==> config.mk <==
export PLATFORM = sky130hd
export DESIGN_NAME = vpa_fifo
export DESIGN_NICKNAME = d
export VERILOG_FILES = /design/src/hdl/vpa_pkg.sv /design/src/hdl/vpa_fifo.sv
export SDC_FILE = /design/constraint.sdc
export NUM_CORES = 1
export LEC_CHECK = 0
export ABC_CLOCK_PERIOD_IN_PS = 7700
export BUFFER_PORTS_ARGS = -buffer_cell sky130_fd_sc_hd__buf_2
export CAP_MARGIN = 20
export CORE_MARGIN = 4
export CORE_UTILIZATION = 47
export CTS_BUF_LIST = sky130_fd_sc_hd__clkbuf_16
export CTS_CLUSTER_DIAMETER = 100
export CTS_CLUSTER_SIZE = 10
export DETAILED_ROUTE_END_ITERATION = 12
export PLACE_DENSITY = 0.69
export REMOVE_ABC_BUFFERS = 1
export SYNTH_ARGS = -nofsm -noshare
export SYNTH_HDL_FRONTEND = slang
export SYNTH_SLANG_ARGS = --single-unit
export TNS_END_PERCENT = 1
==> constraint.sdc <==
create_clock -name clk -period 7.7 [get_ports clk]
set_input_delay 0 -clock clk [delete_from_list [all_inputs] [get_ports clk]]
set_output_delay 0 -clock clk [all_outputs]
set_load 0.1 [all_outputs]
==> src/hdl/vpa_pkg.sv <==
// Shared types and constants for the virial pressure accumulator.
// No dependencies; every other file of the block imports this package.
package vpa_pkg;

  localparam int DATA_WIDTH_DEF = 32;
  localparam int ACC_WIDTH_DEF  = 64;

  localparam int AXES        = 3;
  localparam int FIELD_W     = 32;
  localparam int IN_TDATA_W  = 9 * FIELD_W;
  localparam int FRAC_BITS   = 16;
  localparam int SCALE_W     = 32;
  localparam int OUT_W       = 48;
  localparam int OUT_TDATA_W = 4 * OUT_W;

  localparam int FIFO_DEPTH = 4;
  localparam int FIFO_PTR_W = 2;
  localparam int FIFO_CNT_W = 3;

  // Division of the pressure sum by three through a reciprocal multiply.
  localparam int SUM3_W     = OUT_W + 2;
  localparam int MAG_W      = OUT_W + 1;
  localparam int RECIP_W    = 50;
  localparam int SPLIT_W    = 25;
  localparam int DIV3_SHIFT = 51;
  localparam int FULL_W     = MAG_W + RECIP_W + 1;
  localparam logic [RECIP_W-1:0] DIV3_RECIP = 50'd750599937895083;

  typedef struct packed {
    logic full;
    logic empty;
  } fifo_status_t;

endpackage

==> src/hdl/vpa_fifo.sv <==
// Short entry queue between the front end and the accumulating back end.
// Depends on vpa_pkg for depth and status type.
module vpa_fifo import vpa_pkg::*; #(
  parameter int WIDTH = 6 * DATA_WIDTH_DEF + 3 * DATA_WIDTH_DEF + 1
) (
  input  logic             clk,
  input  logic             rst_n,
  input  logic             push,
  input  logic [WIDTH-1:0] wdata,
  input  logic             pop,
  output logic [WIDTH-1:0] rdata,
  output fifo_status_t     status
);

  logic [WIDTH-1:0]      mem_r [FIFO_DEPTH];
  logic [FIFO_PTR_W-1:0] wr_ptr_r;
  logic [FIFO_PTR_W-1:0] rd_ptr_r;
  logic [FIFO_CNT_W-1:0] count_r;
  logic                  do_push;
  logic                  do_pop;

  assign status.full  = (count_r == FIFO_CNT_W'(FIFO_DEPTH));
  assign status.empty = (count_r == '0);
  assign do_push      = push && !status.full;
  assign do_pop       = pop && !status.empty;
  assign rdata        = mem_r[rd_ptr_r];

  always_ff @(posedge clk) begin
    if (!rst_n) begin
      wr_ptr_r <= '0;
      rd_ptr_r <= '0;
      count_r  <= '0;
    end else begin
      if (do_push) begin
        wr_ptr_r <= wr_ptr_r + 1'b1;
      end
      if (do_pop) begin
        rd_ptr_r <= rd_ptr_r + 1'b1;
      end
      if (do_push && !do_pop) begin
        count_r <= count_r + 1'b1;
      end else if (do_pop && !do_push) begin
        count_r <= count_r - 1'b1;
      end
    end
  end

  always_ff @(posedge clk) begin
    if (do_push) begin
      mem_r[wr_ptr_r] <= wdata;
    end
  end

endmodule

Yosys cells after proc, flatten, opt, wreduce, memory -nomap -nowiden
Memory sizes are Yosys's and may differ from the RTL's. A register that Yosys moved wholly into a read port is not among the register bits.
Cells that the tools add are included.
W data, S select, Z words.
- input port bits: 293
- output and inout bits: 291
- register bits: 7
- memories kept: 1
- bits in writable memories: 1156
- equal/unequal tests: 1
- reductions and logical operators: 10
- add/subtract/negate cells: 4
- muxes and demuxes: 6
- memory list (name ; depth ; bits a word ; rd ports ; clocked after memory_dff ; write ports ; line ; RTL):
    mem_r ; 4 ; 289 ; 1 ; 1 ; 1 ; vpa_fifo.sv:15 ; logic [WIDTH-1:0] mem_r [FIFO_DEPTH];
- operator list (cell ; count):
    $mux W3 ; 2
    $add A2 B1 Y2 const B ; 2
    $logic_and A1 B1 Y1 ; 4
    $logic_not A1 Y1 ; 4
    $mux W2 ; 2
    $add A3 B1 Y3 const B ; 1
    $eq A3 B3 Y1 const B ; 1
    $logic_not A3 Y1 ; 1
    $sub A3 B1 Y3 const B ; 1
    $mux W1 ; 2
    $reduce_bool A2 Y1 ; 1

Logic depth before layout (Yosys ltp)
Gate-level depths: netlist of run 1.
- depth after elaboration: 7
- mapped depth: 9

Worst setup path after synthesis of run 1
No wires, ideal clock.
- kind: register to register
- start point: reg count_r[0]
- end point: mem mem_r[2][0] (netlist name) (enable)
- setup slack: -0.883 ns
- setup time: 0.687 ns
- stages on the path, launching flop included: 5
- data arrival time: 7.895 ns
- period minus slack after synthesis: 8.583 ns
- required time: 7.013 ns
- path through: dfxtp_1 nor3b_1 nor2b_1 clkbuf_1 and2_1
- RTL lines (item ; line ; RTL):
    from (decl) ; vpa_fifo.sv:18 ; logic [FIFO_CNT_W-1:0] count_r;
    from (signal assigned) ; vpa_fifo.sv:41 ; count_r <= count_r + 1'b1;
    from (signal assigned) ; vpa_fifo.sv:43 ; count_r <= count_r - 1'b1;
    to (decl) ; vpa_fifo.sv:15 ;

==> reports/qor.yml, run 1 <==
placement:
  pre_cts_slack_ns: 4.310
  dpl.hpwl_um: 54140
  portBuffers: 583
  gp_congestion: 0.8075
yosys:
  synth_top_family_by_area: "multiplexers"
  syn_avg_cell_area_um2: 27.08
  ys.warnings.count: 0
  synth_adder_area_share_pct: 0.1959
  muxShareOfSynthArea_pct: 15.51
  synth_area_um2: 42160
  synth_xor_area_share_pct: 0.08310
  ys_seq_area_share_pct: 82.77
  synth-compound-area-share_pct: 0.06826
  syn_inst: 1557
  yosys.area_share.simple_pct: 0.2285
  yosysUniqueCellTypes: 22
  ys_ff_latch: 1165
clock_network:
  post_cts_buffers: 0
  numCtsBuffers: 134
  insertion_delay_ns: 0.72
  clk_path_buf_depth: 3
  cts.sinks: 1165
  cts_tree: "done"
  ctsResizeCount: 0
  clk_pin_slew_ns: 0.05
  cts_root_buffer: "clkbuf_16"
  cts_htree_levels: 4
detailed_routing:
  drt_wl_total_um: 93620
  drc: 0
  routed-via-count: 20740
  wire_per_inst_um: 24.53
  vias_per_cell: 5.435
  dr.pass1.iters: 5
  first_iter_violations: 1564
  ant_nets: 0
final_layout:
  layout_common_cells: "edfxtp_1, buf_2, dlygate4sd3_1"
  drive_above_1_share_pct: 39.57
  area_growth_pct: 28.05
  final_util_pct: 60.90
  layout_commonest_cell: "edfxtp_1"
  nets: 2926
timing:
  final.setup_skew_ns: 0.01525
  period_needed_ns: 3.706
  finalWorstSetupSlack_ns: 3.994
  setup_violations: 0
  final-hold-violation-count: 0
  rsz0062_at_grt: "no"
  slew_headroom_pct: 16.29
  worst_pin_slew_ns: 1.256
  slew_violations: 0
  period_share_pct: 48.12
  fmax_mhz: 269.9
flow_run:
  drv_cap: 0
global_route:
  grt_pass1_vias: 22380
  grt_pass1_wl_um: 140900
  grt.overflow.total: 0
  antenna_found_initial: 12
  grt_max_degree: 159
  grt_usage_pct: 19.92
power_and_ir_drop:
  ir_drop_mv: 0.3838
  p_per_area_nw_per_um2: 415.4
  power_mw: 22.42
  p_leak_nw: 18.23
setup_path:
  startpoint_type: "flop"
  critPathArrivalTime_ns: 3.71
  path_max_fanout: 77
  worstSetupPathType: "reg -> out"
  required_ns: 7.70
  end_kind: "primary output"
floorplan:
  io_pins: 584
  die_h_um: 307.5
  dieArea_um2: 94560
  die_w_um: 307.5
  floorplan.initialDensity_pct: 47.56
  core.rowCount: 109
  core_area_um2: 88650
outcome:
  status: "completed"
hold_path:
  hp-class: "in -> reg"
==> routing by layer <==
| metal | share of wire [%] | up-vias | track usage (%) |
|---|---|---|---|
| met1 | 37 | 10850 | 24.79 |
| met4 | 3.4 | 10 | 7.467 |
| met2 | 52 | 799 | 33.57 |
| li1 | - | 8883 | - |
| met3 | 7.5 | 198 | 5.742 |
| met5 | 0.074 | - | 0 |
==> critical path, cell delays in order, from the launching register on <==
cell and delay, ns:
dfxtp_4 0.75, buf_12 0.54, buf_4 0.40, buf_16 0.32
mux4_2 0.56, buf_2 0.31
==> worst paths after layout <==
kind	start	to	slack (ns)	depth (start not counted)
setup / recovery	flop	rdata[113]	3.99	5
hold / removal	wdata[158]	mem_r[1][158]	0.05	2
setup reg to reg	count_r[0]	mem_r[2][48]	4.60	4
hold reg to reg	wr_ptr_r[1]	wr_ptr_r[1]	0.51	2
==> state kept, by name, summed over array words and instances, names as in the netlist, named ones only <==
signal / flops
mem_r: 1156
count_r: 3
rd_ptr_r: 2
wr_ptr_r: 2
==> final cells by class <==
type / count / area, µm²
clock inverter: 15 / 156.4
timing repair buffer: 1000 / 7149
sequential: 1165 / 34900
tap: 1165 / 1458
fill: 5974 / 34660
inverter: 3 / 11.26
clock buffer: 140 / 3503
antenna: 5 / 12.51
multi-input combinational: 323 / 6792
==> cells in the mapped netlist <==
cell / instances / area [µm²]
nor3b_1: 1 / 7.510
xnor2_1: 3 / 26.28
fa_1: 1 / 20.02
nor2b_1: 2 / 12.51
mux2i_1: 3 / 30.03
a21boi_0: 1 / 7.510
edfxtp_1: 1156 / 34710
buf_6: 25 / 281.5
nand2_1: 4 / 15.01
xor2_1: 1 / 8.760
or3_1: 1 / 6.260
o31ai_1: 1 / 7.510
o21ai_0: 1 / 5.000
mux4_2: 289 / 6509
buf_2: 30 / 150.1
inv_1: 3 / 11.26
nor3_1: 1 / 5.000
ha_1: 5 / 62.56
and2_1: 8 / 50.05
clkbuf_1: 11 / 41.29
o311ai_0: 1 / 8.760
dfxtp_1: 9 / 180.2
==> logic make-up after synthesis <==
logic type | after synthesis
buf+inv | 69
xor+xnor | 4
mux | 292
compound gates | 4
flops | 1165
simple gates | 17
fa+ha+maj | 6
==> what timing repair did <==
action,CTS,global route
hold buffers,397,0
endpoints found under the hold margin,1165,0
setup endpoints to repair,0,0
==> per-stage QoR <==
step | cells | hold WS [ns] | TNS [ns] | area [µm²]
2_1_floorplan | 1491 | 0.09887 | -2660.44 | 41690
3_3_place_gp | 3258 | 0.2090 | 0 | 46310
3_5_place_dp | 3258 | 0.2162 | 0 | 46310
4_1_cts | 3810 | 0.00005829 | 0 | 53940
5_1_grt | 3815 | 0.01046 | 0 | 53980
6_report | 3816 | 0.05270 | 0 | 53980
==> report_power, final <==
| group | internal [mW] | switching (mW) | leakage [nW] | total, mW |
|---|---|---|---|---|
| logic | 1.88 | 7.15 | 5.74 | 9.03 |
| registers | 7.72 | 0.205 | 10.7 | 7.92 |
| clock network | 3.23 | 2.24 | 1.82 | 5.47 |
| total | 12.8 | 9.59 | 18.2 | 22.4 |
Power figures use the tool's default switching activity.
==> run 2, diff against run 1 <==
--- a/config.mk
+++ b/config.mk
@@ -5,7 +5,7 @@
 export SDC_FILE = /design/constraint.sdc
 export NUM_CORES = 1
 export LEC_CHECK = 0
-export ABC_CLOCK_PERIOD_IN_PS = 7700
+export ABC_CLOCK_PERIOD_IN_PS = 3600
 export BUFFER_PORTS_ARGS = -buffer_cell sky130_fd_sc_hd__buf_2
 export CAP_MARGIN = 20
 export CORE_MARGIN = 4
@@ -14,7 +14,7 @@
 export CTS_CLUSTER_DIAMETER = 100
 export CTS_CLUSTER_SIZE = 10
 export DETAILED_ROUTE_END_ITERATION = 12
-export PLACE_DENSITY = 0.69
+export PLACE_DENSITY = 0.66
 export REMOVE_ABC_BUFFERS = 1
 export SYNTH_ARGS = -nofsm -noshare
 export SYNTH_HDL_FRONTEND = slang
==> constraint.sdc (replaced) <==
create_clock -name clk -period 3.6 [get_ports clk]
set_input_delay 0 -clock clk [delete_from_list [all_inputs] [get_ports clk]]
set_output_delay 0 -clock clk [all_outputs]
set_load 0.1 [all_outputs]
==> reports/qor.yml, run 2 (synthesis gave the netlist of run 1 again) <==
flow_run:
  drv_cap: 0
power_and_ir_drop:
  ir_drop_mv: 0.9687
  p_sw_share_pct: 42.77
  p_leak_nw: 18.38
  share_seq_of_total_power_pct: 35.1
  p_per_area_nw_per_um2: 886.9
  p_int_mw: 27.52
  power.switching_mw: 20.57
  p_comb_share_pct: 40.9
  pwr-share-clk_pct: 24.0
final_layout:
  final_util_pct: 61.17
  drive_above_1_share_pct: 41.27
  layout_common_cells: "edfxtp_1, buf_2, dlygate4sd3_1"
  top_register: "mem_r"
  nets: 2934
  layout_commonest_cell: "edfxtp_1"
  reg.largest.list: "mem_r (1156), count_r (3)"
  largest_register_ffs: 1156
  area_growth_pct: 28.62
setup_path:
  worstSetupPathType: "reg -> reg"
  end_kind: "flop"
  critPathArrivalTime_ns: 3.71
  path_max_fanout: 7
  startpoint_type: "flop"
  required_ns: 4.25
clock_network:
  post_cts_buffers: 0
  cts_tree: "done"
  cts.sinks: 1165
  numCtsBuffers: 134
  ctsResizeCount: 0
  holdBufCountCts: 355
  cts_htree_levels: 4
  clk_pin_slew_ns: 0.05
  insertion_delay_ns: 0.70
  clk_path_buf_depth: 3
  cts_root_buffer: "clkbuf_16"
detailed_routing:
  wire_per_inst_um: 24.28
  routed-via-count: 20700
  drc: 0
  dr.pass1.iters: 5
  first_iter_violations: 1559
  drt_wl_total_um: 93050
  vias_per_cell: 5.401
  ant_nets: 0
timing:
  fmax_mhz: 325.8
  period_needed_ns: 3.069
  fin_hold_ws_ns: 0.05415
  final-hold-violation-count: 0
  slew_headroom_pct: 50.20
  rsz0062_at_grt: "no"
  slew_violations: 0
  setup_violations: 0
  period_share_pct: 85.26
  worst_pin_slew_ns: 0.7471
  final.setup_skew_ns: 0.02345
floorplan:
  die_h_um: 307.5
  core.rowCount: 109
  floorplan.initialDensity_pct: 47.56
  core_area_um2: 88650
  dieArea_um2: 94560
  io_pins: 584
  die_w_um: 307.5
hold_path:
  hp-class: "in -> reg"
outcome:
  status: "completed"
global_route:
  grt.overflow.total: 0
  grt_max_degree: 99
  grt_pass1_vias: 22660
  grt_usage_pct: 19.94
  antenna_found_initial: 8
  grt_pass1_wl_um: 141100
placement:
  gp_congestion: 0.7861
  dpl.hpwl_um: 58340
  portBuffers: 583
==> run 2: per-layer routing <==
metal  global-route usage [%]  vias up  wire length (µm)
met4                    7.347        2              2970
met5                        0        -                13
met2                    34.24      788             48770
met1                    24.51    10810             34450
met3                    5.399      176              6843
li1                         -     8920                 -
==> run 2: power groups by stage <==
| stage | registers [mW] | logic [mW] | clock network [mW] |
|---|---|---|---|
| floorplan | 17.7 | 10.6 | 0 |
| global placement | 17.0 | 19.5 | 0 |
| detailed placement | 17.1 | 19.5 | 0 |
| CTS | 16.9 | 19.9 | 11.9 |
| global route | 17.0 | 20.3 | 12.5 |
| finish | 16.9 | 19.7 | 11.5 |
==> run 2: final timing paths <==
kind	from	end	slack, ns	depth (start not counted)
worst max-delay path	count_r[0]	count_r[2]	0.53	9
worst min-delay path	wdata[246]	mem_r[0][246]	0.05	2
worst max register to register	count_r[0]	count_r[2]	0.53	9
worst min register to register	wr_ptr_r[1]	wr_ptr_r[1]	0.52	2
==> run 2: area by class of cell <==
type / count / area [µm²]
clock inverters: 18 / 143.9
flip-flops and latches: 1165 / 34900
clock buffers: 139 / 3478
well taps: 1165 / 1458
diodes: 11 / 27.53
inverters: 3 / 11.26
multi-input cells: 323 / 6792
repair buffers: 1008 / 7412
fillers: 6037 / 34420
==> run 2: stage by stage <==
step	cells	power (mW)	setup TNS [ns]	area [µm²]	worst slack (ns)
after floorplan	1491	28.23	-8586.71	41690	-9.671
after global placement	3308	36.51	0	47010	1.096
after detailed placement	3308	36.65	0	47010	1.003
after CTS	3820	48.62	0	54190	0.5744
after global routing	3828	49.76	0	54210	0.3136
final	3832	48.09	0	54220	0.5306
==> run 2: worst max-delay path: stages, from the launching register on <==
cell           delay (ns)
dfxtp_1              0.46
nor3b_1              0.10
nor2b_1              0.48
ha_1                 0.29
inv_1                0.06
fa_1                 0.37
xor2_1               0.19
or3_1                0.31
a21boi_0             0.17
dlygate4sd3_1        0.57
==> run 3, diff against run 2 <==
==> constraint.sdc (replaced) <==
create_clock -name clk -period 3.6 [get_ports clk]
set_input_delay 0 -clock clk [delete_from_list [all_inputs] [get_ports clk]]
set_output_delay 0 -clock clk [all_outputs]
set_load 0.01 [all_outputs]
==> reports/qor.yml, run 3 (synthesis gave the netlist of run 1 again) <==
final_layout:
  reg.largest.list: "mem_r (1156), count_r (3)"
  layout_commonest_cell: "edfxtp_1"
  finalNonFillerCells: 3886
  final_util_pct: 61.85
  nets: 2995
  drive_above_1_share_pct: 40.59
  top_register: "mem_r"
  area_growth_pct: 30.06
  layout_common_cells: "edfxtp_1, buf_2, dlygate4sd3_1"
  largest_register_ffs: 1156
  postLayoutCellArea_um2: 54830
  fillCellCount: 5922
floorplan:
  die_w_um: 307.5
  io_pins: 584
  floorplan.initialDensity_pct: 47.56
  die_h_um: 307.5
  dieArea_um2: 94560
  core.rowCount: 109
  core_area_um2: 88650
clock_network:
  ctsResizeCount: 0
  insertion_delay_ns: 0.73
  clk_path_buf_depth: 3
  cts.sinks: 1165
  cts_htree_levels: 4
  post_cts_buffers: 0
  clk_pin_slew_ns: 0.05
  cts_tree: "done"
  cts_root_buffer: "clkbuf_16"
  holdBufCountCts: 411
  numCtsBuffers: 134
setup_path:
  required_ns: 3.60
  startpoint_type: "flop"
  worstPathCellList: "buf_4 > mux4_2 > buf_2"
  critical_path.top_delay_family: "flip-flops"
  critPathArrivalTime_ns: 2.89
  slowest_delay_ns: 0.84
  worstSetupPathType: "reg -> out"
  path_buf_inv: 2
  path_max_fanout: 31
  end_kind: "primary output"
  critPathSlowestCell: "dfxtp_4"
timing:
  period_needed_ns: 2.891
  period_share_pct: 80.29
  fmax_mhz: 346.0
  rsz0062_at_grt: "no"
  slew_violations: 0
  final-hold-violation-count: 0
  fin_hold_ws_ns: 0.05399
  slew_headroom_pct: 35.19
  final.setup_skew_ns: 0.01988
  worst_pin_slew_ns: 0.9722
  setup_violations: 0
placement:
  dpl_cell_area_um2: 47070
  dpl.hpwl_um: 58600
  dp_cells: 3314
  gp_congestion: 0.7981
  portBuffers: 583
detailed_routing:
  first_iter_violations: 1572
  drc: 0
  wire_per_inst_um: 24.35
  ant_nets: 0
  routed-via-count: 21050
  dr.pass1.iters: 7
  drt_wl_total_um: 94630
  vias_per_cell: 5.418
power_and_ir_drop:
  p_int_mw: 27.51
  p_sw_share_pct: 26.65
  power.switching_mw: 9.994
  share_seq_of_total_power_pct: 45.2
  p_comb_share_pct: 23.8
  ir_drop_mv: 0.5309
  p_per_area_nw_per_um2: 683.9
  p_leak_nw: 18.64
  pwr-share-clk_pct: 31.0
global_route:
  antenna_found_initial: 7
  grt_pass1_vias: 23060
  grt_pass1_wl_um: 143300
  grt_max_degree: 83
  grt.overflow.total: 0
  grt_usage_pct: 20.32
outcome:
  status: "completed"
flow_run:
  drv_cap: 0
hold_path:
  hp-class: "in -> reg"
==> run 3: area by class of cell <==
| class | instances | area [µm²] | share of cell area [%] |
|---|---|---|---|
| sequential | 1165 | 34900 | 63.65 |
| antenna | 6 | 15.01 | 0.02738 |
| inverter | 3 | 11.26 | 0.02054 |
| multi-input combinational | 323 | 6792 | 12.39 |
| clock buffer | 136 | 3403 | 6.207 |
| timing repair buffer | 1069 | 8020 | 14.63 |
| clock inverter | 19 | 232.7 | 0.4244 |
| tap | 1165 | 1458 | 2.658 |
==> run 3: worst register-to-register path, stage by stage, from the launching register on <==
cell,delay [ns]
dfxtp_1,0.46
nor3b_1,0.10
nor2b_1,0.47
and2_4,0.47
buf_12,0.32
buf_4,0.39
==> run 3: power groups by stage <==
stage          registers [mW]  clock network (mW)  logic (mW)
2_1_floorplan            17.7                   0        3.62
3_3_place_gp             17.1                   0        8.67
3_5_place_dp             17.2                   0        8.70
4_1_cts                  17.0                11.9        9.12
5_1_grt                  17.1                12.6        9.54
6_report                 16.9                11.6        8.94
==> run 3: final timing paths <==
| kind | start | endpoint | slack, ns | depth (start not counted) |
|---|---|---|---|---|
| worst max register to register | count_r[0] | mem_r[2][212] | 1.06 | 5 |
| worst min-delay path | wdata[158] | mem_r[2][158] | 0.05 | 2 |
| worst min register to register | wr_ptr_r[1] | wr_ptr_r[1] | 0.51 | 2 |
| worst max-delay path | flop | rdata[166] | 0.71 | 3 |
==> run 3: metrics by stage <==
step           setup TNS, ns  worst slack, ns  power, mW
6_report                   0           0.7094      37.50
5_1_grt                    0           0.4400      39.16
4_1_cts                    0           0.5379      38.01
3_5_place_dp               0            1.030      25.91
3_3_place_gp               0            1.126      25.79
2_1_floorplan       -7941.58           -9.171      21.30
==> run 3: routing by layer <==
layer  wire length [µm]  vias to the layer above  global-route usage, %
met5                  0                        -                      0
met4               3315                        0                  7.946
met3               6462                      173                  5.041
met2              50180                      808                  35.34
met1              34680                    11030                  24.71
li1                   -                     9041                      -
